==> src/design/pfx_eval_pkg.sv <==
// ----------------------------------------------------------------------------
// pfx_eval_pkg
// Shared types and constants for the postfix expression evaluator.
// ----------------------------------------------------------------------------
package pfx_eval_pkg;

  localparam int WORD_W   = 32;
  localparam int SYM_W    = 8;
  localparam int LIMIT_W  = 5;
  localparam int DIV_CNT_W = $clog2(WORD_W + 1);

  localparam logic [LIMIT_W-1:0] LIMIT_RST = 5'd16;

  localparam logic [SYM_W-1:0] CHAR_0   = 8'd48;
  localparam logic [SYM_W-1:0] CHAR_9   = 8'd57;
  localparam logic [SYM_W-1:0] CHAR_MUL = 8'd42;
  localparam logic [SYM_W-1:0] CHAR_DIV = 8'd47;
  localparam logic [SYM_W-1:0] CHAR_ADD = 8'd43;
  localparam logic [SYM_W-1:0] CHAR_SUB = 8'd45;
  localparam logic [SYM_W-1:0] CHAR_MOD = 8'd37;

  localparam logic signed [WORD_W-1:0] EMPTY_WORD = -32'sd999;

  typedef struct packed {
    logic [SYM_W-1:0] symbol;
    logic             last;
  } in_beat_t;

  typedef struct packed {
    logic signed [WORD_W-1:0] value;
    logic                     overflow_seen;
    logic                     underflow_seen;
    logic                     divide_by_zero_seen;
  } out_beat_t;

  typedef struct packed {
    logic                     start;
    logic signed [WORD_W-1:0] dividend;
    logic signed [WORD_W-1:0] divisor;
  } div_req_t;

  typedef struct packed {
    logic                     done;
    logic signed [WORD_W-1:0] quot;
    logic signed [WORD_W-1:0] rem;
  } div_rsp_t;

endpackage

==> src/design/pfx_eval_div.sv <==
// ----------------------------------------------------------------------------
// pfx_eval_div
// Radix-2 restoring signed divider, one quotient bit per cycle.
// ----------------------------------------------------------------------------
module pfx_eval_div (
  input  logic                  clk,
  input  logic                  rst_n,
  input  pfx_eval_pkg::div_req_t req,
  output pfx_eval_pkg::div_rsp_t rsp
);
  import pfx_eval_pkg::*;

  logic                 busy_r, busy_nxt;
  logic [DIV_CNT_W-1:0] cnt_r, cnt_nxt;
  logic [WORD_W-1:0]    quo_r, quo_nxt;
  logic [WORD_W-1:0]    rem_r, rem_nxt;
  logic [WORD_W-1:0]    dvs_r, dvs_nxt;
  logic                 q_neg_r, q_neg_nxt;
  logic                 r_neg_r, r_neg_nxt;
  logic [WORD_W:0]      rem_sh;
  logic [WORD_W:0]      diff;

  always_comb begin
    busy_nxt  = busy_r;
    cnt_nxt   = cnt_r;
    quo_nxt   = quo_r;
    rem_nxt   = rem_r;
    dvs_nxt   = dvs_r;
    q_neg_nxt = q_neg_r;
    r_neg_nxt = r_neg_r;
    rem_sh    = {rem_r, quo_r[WORD_W-1]};
    diff      = rem_sh - {1'b0, dvs_r};
    if (req.start) begin
      // magnitudes fit unsigned, the most negative value included
      busy_nxt  = 1'b1;
      cnt_nxt   = DIV_CNT_W'(WORD_W);
      quo_nxt   = req.dividend[WORD_W-1] ? -req.dividend : req.dividend;
      dvs_nxt   = req.divisor[WORD_W-1] ? -req.divisor : req.divisor;
      rem_nxt   = '0;
      q_neg_nxt = req.dividend[WORD_W-1] ^ req.divisor[WORD_W-1];
      r_neg_nxt = req.dividend[WORD_W-1];
    end else if (busy_r) begin
      if (cnt_r != '0) begin
        cnt_nxt = cnt_r - 1'b1;
        if (!diff[WORD_W]) begin
          rem_nxt = diff[WORD_W-1:0];
          quo_nxt = {quo_r[WORD_W-2:0], 1'b1};
        end else begin
          rem_nxt = rem_sh[WORD_W-1:0];
          quo_nxt = {quo_r[WORD_W-2:0], 1'b0};
        end
      end else begin
        busy_nxt = 1'b0;
      end
    end
  end

  always_ff @(posedge clk) begin
    if (!rst_n) begin
      busy_r <= 1'b0;
      cnt_r  <= '0;
    end else begin
      busy_r <= busy_nxt;
      cnt_r  <= cnt_nxt;
    end
  end

  always_ff @(posedge clk) begin
    quo_r   <= quo_nxt;
    rem_r   <= rem_nxt;
    dvs_r   <= dvs_nxt;
    q_neg_r <= q_neg_nxt;
    r_neg_r <= r_neg_nxt;
  end

  assign rsp.done = busy_r && (cnt_r == '0);
  assign rsp.quot = q_neg_r ? -quo_r : quo_r;
  assign rsp.rem  = r_neg_r ? -rem_r : rem_r;

endmodule

==> src/design/postfix_expression_evaluator.sv <==
// ----------------------------------------------------------------------------
// postfix_expression_evaluator
// Postfix evaluator over an operand stack kept in a synchronous memory.
// ----------------------------------------------------------------------------
//  port group   direction  payload     handshake
//  in_*         input      in_beat_t   in_valid / in_stall
//  out_*        output     out_beat_t  out_valid / out_stall
//  cfg_*        input      stack limit cfg_wr_en, no wait
//
//  a digit passes S_PUSH; + - * pass S_POP_R, S_POP_L, S_CALC and S_PUSH; / and %
//  also wait in S_DIV unless the divisor is zero; an ignored symbol stays in S_IDLE;
//  a last beat adds S_FIN_RD and S_FIN for the final stack read. The memory has one
//  registered read port, so the two pops and the push run one after another.
//  reset (rst_n low, synchronous) empties the stack, clears the flags and sets
//  the limit to 16. A result waits in the output register under out_stall;
//  input is taken meanwhile, only a second result waits for the first.
// ----------------------------------------------------------------------------
module postfix_expression_evaluator #(
  parameter int STACK_DEPTH = 16
) (
  input  logic                               clk,
  input  logic                               rst_n,
  input  logic                               in_valid,
  output logic                               in_stall,
  input  pfx_eval_pkg::in_beat_t             in_data,
  output logic                               out_valid,
  input  logic                               out_stall,
  output pfx_eval_pkg::out_beat_t            out_data,
  input  logic                               cfg_wr_en,
  input  logic [pfx_eval_pkg::LIMIT_W-1:0]   cfg_wr_data
);
  import pfx_eval_pkg::*;

  localparam int CNT_W  = $clog2(STACK_DEPTH + 1);
  localparam int ADDR_W = $clog2(STACK_DEPTH);
  localparam int CMP_W  = (CNT_W > LIMIT_W) ? CNT_W : LIMIT_W;

  localparam int ST_W = 4;
  localparam logic [ST_W-1:0] S_IDLE   = 4'd0;
  localparam logic [ST_W-1:0] S_POP_R  = 4'd1;
  localparam logic [ST_W-1:0] S_POP_L  = 4'd2;
  localparam logic [ST_W-1:0] S_CALC   = 4'd3;
  localparam logic [ST_W-1:0] S_DIV    = 4'd4;
  localparam logic [ST_W-1:0] S_PUSH   = 4'd5;
  localparam logic [ST_W-1:0] S_FIN_RD = 4'd6;
  localparam logic [ST_W-1:0] S_FIN    = 4'd7;

  logic [ST_W-1:0]          state_r, state_nxt;
  logic [CNT_W-1:0]         count_r, count_nxt;
  logic                     ovf_r, ovf_nxt;
  logic                     unf_r, unf_nxt;
  logic                     dz_r, dz_nxt;
  logic [LIMIT_W-1:0]       limit_r;
  logic                     out_valid_r, out_valid_nxt;
  out_beat_t                out_data_r, out_data_nxt;

  logic [SYM_W-1:0]         sym_r, sym_nxt;
  logic                     last_r, last_nxt;
  logic                     rok_r, rok_nxt;
  logic                     lok_r, lok_nxt;
  logic signed [WORD_W-1:0] right_r, right_nxt;
  logic signed [WORD_W-1:0] res_r, res_nxt;
  logic signed [WORD_W-1:0] left_v;

  logic [WORD_W-1:0]        mem [STACK_DEPTH];
  logic signed [WORD_W-1:0] rd_data_r;
  logic                     rd_en;
  logic [ADDR_W-1:0]        rd_addr;
  logic                     wr_en;
  logic [ADDR_W-1:0]        wr_addr;
  logic [ADDR_W-1:0]        top_addr;

  logic [CMP_W-1:0]         lim_ext;
  logic [CMP_W-1:0]         lim_eff;
  logic                     full;
  logic                     is_digit;
  logic                     is_op;

  div_req_t                 div_req;
  div_rsp_t                 div_rsp;

  pfx_eval_div u_div (
    .clk   (clk),
    .rst_n (rst_n),
    .req   (div_req),
    .rsp   (div_rsp)
  );

  // limit of 0 acts as 1, above the built depth acts as the depth
  always_comb begin
    lim_ext = CMP_W'(limit_r);
    if (lim_ext == '0) begin
      lim_eff = CMP_W'(1);
    end else if (lim_ext > CMP_W'(STACK_DEPTH)) begin
      lim_eff = CMP_W'(STACK_DEPTH);
    end else begin
      lim_eff = lim_ext;
    end
  end

  assign full     = (CMP_W'(count_r) >= lim_eff);
  assign top_addr = ADDR_W'(count_r - 1'b1);
  assign wr_addr  = count_r[ADDR_W-1:0];
  assign is_digit = (in_data.symbol >= CHAR_0) && (in_data.symbol <= CHAR_9);
  assign is_op    = (in_data.symbol == CHAR_MUL) || (in_data.symbol == CHAR_DIV) ||
                    (in_data.symbol == CHAR_ADD) || (in_data.symbol == CHAR_SUB) ||
                    (in_data.symbol == CHAR_MOD);
  assign left_v   = lok_r ? rd_data_r : EMPTY_WORD;

  always_comb begin
    state_nxt     = state_r;
    count_nxt     = count_r;
    ovf_nxt       = ovf_r;
    unf_nxt       = unf_r;
    dz_nxt        = dz_r;
    out_valid_nxt = out_valid_r;
    out_data_nxt  = out_data_r;
    sym_nxt       = sym_r;
    last_nxt      = last_r;
    rok_nxt       = rok_r;
    lok_nxt       = lok_r;
    right_nxt     = right_r;
    res_nxt       = res_r;
    rd_en         = 1'b0;
    rd_addr       = top_addr;
    wr_en         = 1'b0;
    div_req.start    = 1'b0;
    div_req.dividend = left_v;
    div_req.divisor  = right_r;

    if (out_valid_r && !out_stall) begin
      out_valid_nxt = 1'b0;
    end

    unique case (state_r)
      S_IDLE: begin
        if (in_valid) begin
          sym_nxt  = in_data.symbol;
          last_nxt = in_data.last;
          if (is_digit) begin
            res_nxt   = WORD_W'(in_data.symbol - CHAR_0);
            state_nxt = S_PUSH;
          end else if (is_op) begin
            state_nxt = S_POP_R;
          end else begin
            state_nxt = in_data.last ? S_FIN_RD : S_IDLE;
          end
        end
      end
      S_POP_R: begin
        if (count_r != '0) begin
          rd_en     = 1'b1;
          count_nxt = count_r - 1'b1;
          rok_nxt   = 1'b1;
        end else begin
          unf_nxt = 1'b1;
          rok_nxt = 1'b0;
        end
        state_nxt = S_POP_L;
      end
      S_POP_L: begin
        right_nxt = rok_r ? rd_data_r : EMPTY_WORD;
        if (count_r != '0) begin
          rd_en     = 1'b1;
          count_nxt = count_r - 1'b1;
          lok_nxt   = 1'b1;
        end else begin
          unf_nxt = 1'b1;
          lok_nxt = 1'b0;
        end
        state_nxt = S_CALC;
      end
      S_CALC: begin
        state_nxt = S_PUSH;
        case (sym_r)
          CHAR_ADD: res_nxt = left_v + right_r;
          CHAR_SUB: res_nxt = left_v - right_r;
          CHAR_MUL: res_nxt = left_v * right_r;
          default: begin
            if (right_r == '0) begin
              dz_nxt  = 1'b1;
              res_nxt = '0;
            end else begin
              div_req.start = 1'b1;
              state_nxt     = S_DIV;
            end
          end
        endcase
      end
      S_DIV: begin
        if (div_rsp.done) begin
          res_nxt   = (sym_r == CHAR_MOD) ? div_rsp.rem : div_rsp.quot;
          state_nxt = S_PUSH;
        end
      end
      S_PUSH: begin
        if (full) begin
          ovf_nxt = 1'b1;
        end else begin
          wr_en     = 1'b1;
          count_nxt = count_r + 1'b1;
        end
        state_nxt = last_r ? S_FIN_RD : S_IDLE;
      end
      S_FIN_RD: begin
        // a push in the previous cycle is already in the array here
        if (count_r != '0) begin
          rd_en   = 1'b1;
          rok_nxt = 1'b1;
        end else begin
          rok_nxt = 1'b0;
        end
        state_nxt = S_FIN;
      end
      S_FIN: begin
        if (!out_valid_r || !out_stall) begin
          out_valid_nxt                    = 1'b1;
          out_data_nxt.value               = rok_r ? rd_data_r : EMPTY_WORD;
          out_data_nxt.overflow_seen       = ovf_r;
          out_data_nxt.underflow_seen      = unf_r | ~rok_r;
          out_data_nxt.divide_by_zero_seen = dz_r;
          count_nxt = '0;
          ovf_nxt   = 1'b0;
          unf_nxt   = 1'b0;
          dz_nxt    = 1'b0;
          state_nxt = S_IDLE;
        end
      end
      default: begin
        state_nxt = S_IDLE;
      end
    endcase
  end

  always_ff @(posedge clk) begin
    if (!rst_n) begin
      state_r     <= S_IDLE;
      count_r     <= '0;
      ovf_r       <= 1'b0;
      unf_r       <= 1'b0;
      dz_r        <= 1'b0;
      out_valid_r <= 1'b0;
      limit_r     <= LIMIT_RST;
    end else begin
      state_r     <= state_nxt;
      count_r     <= count_nxt;
      ovf_r       <= ovf_nxt;
      unf_r       <= unf_nxt;
      dz_r        <= dz_nxt;
      out_valid_r <= out_valid_nxt;
      if (cfg_wr_en) begin
        limit_r <= cfg_wr_data;
      end
    end
  end

  always_ff @(posedge clk) begin
    out_data_r <= out_data_nxt;
    sym_r      <= sym_nxt;
    last_r     <= last_nxt;
    rok_r      <= rok_nxt;
    lok_r      <= lok_nxt;
    right_r    <= right_nxt;
    res_r      <= res_nxt;
  end

  // operand stack, one write and one registered read per cycle
  always_ff @(posedge clk) begin
    if (wr_en) begin
      mem[wr_addr] <= res_r;
    end
    if (rd_en) begin
      rd_data_r <= mem[rd_addr];
    end
  end

  assign in_stall  = (state_r != S_IDLE);
  assign out_valid = out_valid_r;
  assign out_data  = out_data_r;

endmodule

==> config.mk <==
export PLATFORM = sky130hd
export DESIGN_NAME = postfix_expression_evaluator
export DESIGN_NICKNAME = d
export VERILOG_FILES = /design/src/design/pfx_eval_pkg.sv /design/src/design/pfx_eval_div.sv /design/src/design/postfix_expression_evaluator.sv
export SDC_FILE = /design/constraint.sdc
export NUM_CORES = 2
export LEC_CHECK = 0
export BUFFER_PORTS_ARGS = -buffer_cell sky130_fd_sc_hd__buf_2
export CAP_MARGIN = 10
export CORE_ASPECT_RATIO = 0.7
export CORE_UTILIZATION = 35
export DETAILED_ROUTE_END_ITERATION = 10
export PLACE_DENSITY = 0.57
export SYNTH_ARGS = -nofsm -noshare
export SYNTH_HDL_FRONTEND = slang
export SYNTH_SLANG_ARGS = --single-unit
==> constraint.sdc <==
create_clock -name clk -period 7.4 [get_ports clk]
set_input_delay 0.74 -clock clk [delete_from_list [all_inputs] [get_ports clk]]
set_output_delay 0.74 -clock clk [all_outputs]
set_load 0.005 [all_outputs]
==> results.json <==
{
  "cp_common_cell": "fa_1",
  "fin_crit_sh_pct": 100.2,
  "drv_slew": 0,
  "final_common_cell": "edfxtp_1",
  "viasPerCell": 5.450,
  "first_global_vias": 34850,
  "yosysWarnings": 0,
  "synth_top_area_share_pct": 40.84,
  "design.core.area_um2": 150200,
  "synthAdderAreaFrac_pct": 20.99,
  "grt_pass1_wl_um": 249600,
  "netlist_area_um2": 52940,
  "start_util_pct": 35.24,
  "synth_top_family_by_area": "adder cells",
  "final_cell_mix": "720 x edfxtp_1, 463 x inv_1, 382 x fa_1, 352 x nand2_1, 278 x buf_4",
  "first_pass_iters": 6,
  "cp.arrival_ns": 7.82,
  "criticalPathCategory": "reg2reg",
  "synth_cell_type_count": 80,
  "clock_path_buffers": 3,
  "synth.area.top_cells": "edfxtp_1 41%, fa_1 16%, mux4_2 6.8%, ha_1 5.5%, inv_1 3.4%",
  "dpl.hpwl_um": 123000,
  "end_kind": "register",
  "h-tree-depth": 3,
  "place_inst": 6502,
  "fin_nets": 5272,
  "numCtsBuffers": 77,
  "max_freq_mhz": 134.8,
  "cts-root-buf": "clkbuf_16",
  "muxShareOfSynthArea_pct": 7.300,
  "pre_cts_slack_ns": -0.2680,
  "postSynthAreaPerCell_um2": 12.05,
  "fin_setup_tns_ns": -0.02790,
  "final_cell_count_no_fill": 6671,
  "dieArea_um2": 152900,
  "synth-seq-cells": 776,
  "synth_xor_area_share_pct": 4.731,
  "grt_start_max_net_pins": 85,
  "initialDrtViolationCount": 4514,
  "hold_viol_final": 0,
  "fin_util_pct": 40.77,
  "drive_gt1_share_pct": 18.82,
  "synth-compound-area-share_pct": 6.976,
  "wl_um": 172300,
  "cp-start-kind": "register",
  "vias": 36350,
  "syn_nets": 5056,
  "synth-async-reset-ratio_pct": 0,
  "rows": 119,
  "synth_edf_count": 720,
  "finalSetupViolCount": 2,
  "skew_ns": 0.03705,
  "cpPeakStageDelay_ns": 0.61,
  "synthSimpleGateAreaFrac_pct": 11.81,
  "routabilityCongestion": 1.010,
  "hold_path.class": "in2reg",
  "maxSlewHeadroom_pct": 6.586,
  "violations": "setup timing",
  "io_pins": 56,
  "clock_sinks": 776,
  "drc": 0,
  "cp_slowest_cell": "fa_2",
  "critPathRequiredTime_ns": 7.81,
  "overflow": 0,
  "worst_pin_slew_ns": 1.382,
  "status": "complete, but fails checks",
  "clk_latency_ns": 0.69,
  "synth_top_area_cell": "edfxtp_1",
  "crit_fanout": 7,
  "final.setup.worst_slack_ns": -0.01573,
  "fillers": 14010,
  "grt_use_total_pct": 22.44,
  "synth_cells": 4395,
  "port_buffers": 55,
  "antenna_found_initial": 7,
  "cap_viol_max_count": 0,
  "area_growth_pct": 15.68,
  "die_h_um": 327.4,
  "period_needed_ns": 7.416,
  "die_x_um": 466.9,
  "clk_pin_slew_ns": 0.07,
  "cts_tree": "built",
  "ant_nets": 0,
  "wire_per_inst_um": 25.83,
  "rsz0062_at_grt": "yes",
  "ys.flop_type": "edfxtp_1",
  "seq_area_frac_synth_pct": 42.95
}
## metal layers
metal  vias up  track usage (%)  share of wire, %
met5         -                0            0.0075
met4         2            4.678               2.3
met3       201            6.099                12
met2      1808            29.11                39
met1     18620            36.23                47
li1      15730                -                 -
## timing repair
item                                    in CTS  in global routing
resized for setup                           79                162
setup buffers                                2                 23
endpoints found under the setup margin      13                 15
hold buffers                                 0                  0
cloned                                       3                  4
pin swaps                                   30                123
## per-stage QoR
step	hold WS (ns)	area [µm²]
3_3_place_gp	0.4470	57420
4_1_cts	0.2607	60360
5_1_grt	0.2897	61230
6_report	0.2969	61240
2_1_floorplan	0.4090	52960
3_5_place_dp	0.4593	57420
## final cells by class
type	count	area, µm²	area share, %
Multi-Input combinational cell	2885	28400	46.37
Sequential cell	776	22750	37.14
Timing Repair Buffer	385	3298	5.385
Tap cell	1996	2497	4.078
Clock buffer	96	2041	3.332
Inverter	486	1827	2.983
Clock inverter	43	426.7	0.6967
Antenna cell	4	10.01	0.01634
## worst max-delay path, delay by kind of cell (launching register included)
kind / cells / cell delay (ns)
AOI/OAI and AO/OA: 4 / 0.66
xor gates and xnor gates: 1 / 0.13
and+or+nand+nor: 5 / 0.75
adders and majority gates: 9 / 4.31
DFF: 1 / 0.46
buffers and inverters: 7 / 0.84
## flip-flops by register name (all words and copies together) (netlist names), 3 cells and up
signal       cells
count_r          5
lim_ext          5
mem            512
out_data        35
rd_data_r       32
res_r           32
right_r         32
state_r          3
sym_r            8
u_div.cnt_r      6
u_div.dvs_r     32
u_div.quo_r     32
u_div.rem_r     32
## worst paths after layout
path / depth (start not counted) / slack, ns / from / endpoint
setup reg to reg: 26 / -0.02 / lok_r / res_r[29]
hold reg to reg: 0 / 0.47 / ovf_r / out_data[2]
setup / recovery: 26 / -0.02 / lok_r / res_r[29]
hold / removal: 1 / 0.30 / in_data[0] / last_r
## logic make-up (layout without fill, tap and decap cells)
kind of cell             count (synthesis)  in the layout
flip-flops                             776            776
buffers and inverters                  734           1010
other                                    0              4
AND/OR/NAND/NOR                       1186           1186
adder cells (fa/ha/maj)                642            642
XOR/XNOR                               286            286
AO/OA/AOI/OAI                          585            585
multiplexers                           186            186
## synth_stat cells (all sizes together) (9+ instances only)
| library cell | n |
|---|---|
| edfxtp | 720 |
| inv | 486 |
| fa | 410 |
| nand2 | 353 |
| and2 | 254 |
| ha | 232 |
| clkbuf | 225 |
| xnor2 | 181 |
| o21ai | 167 |
| mux4 | 160 |
| a21oi | 155 |
| and3 | 146 |
| nor2 | 135 |
| xor2 | 105 |
| nand2b | 80 |
| dfxtp | 56 |
| o31ai | 46 |
| a21o | 40 |
| nor3 | 39 |
| nor2b | 32 |
| nand3 | 30 |
| mux2i | 25 |
| buf | 23 |
| o21a | 23 |
| or3 | 22 |
| o221ai | 20 |
| nor4 | 18 |
| a211oi | 17 |
| or4 | 15 |
| a22oi | 14 |
| o41ai | 14 |
| or2 | 14 |
| o211ai | 12 |
| nand4 | 11 |
| a31oi | 9 |
| nand3b | 9 |
Power is left out: the tool's default activity adds up to more than one toggle a clock period on the data nets, which glitch-free logic cannot reach.
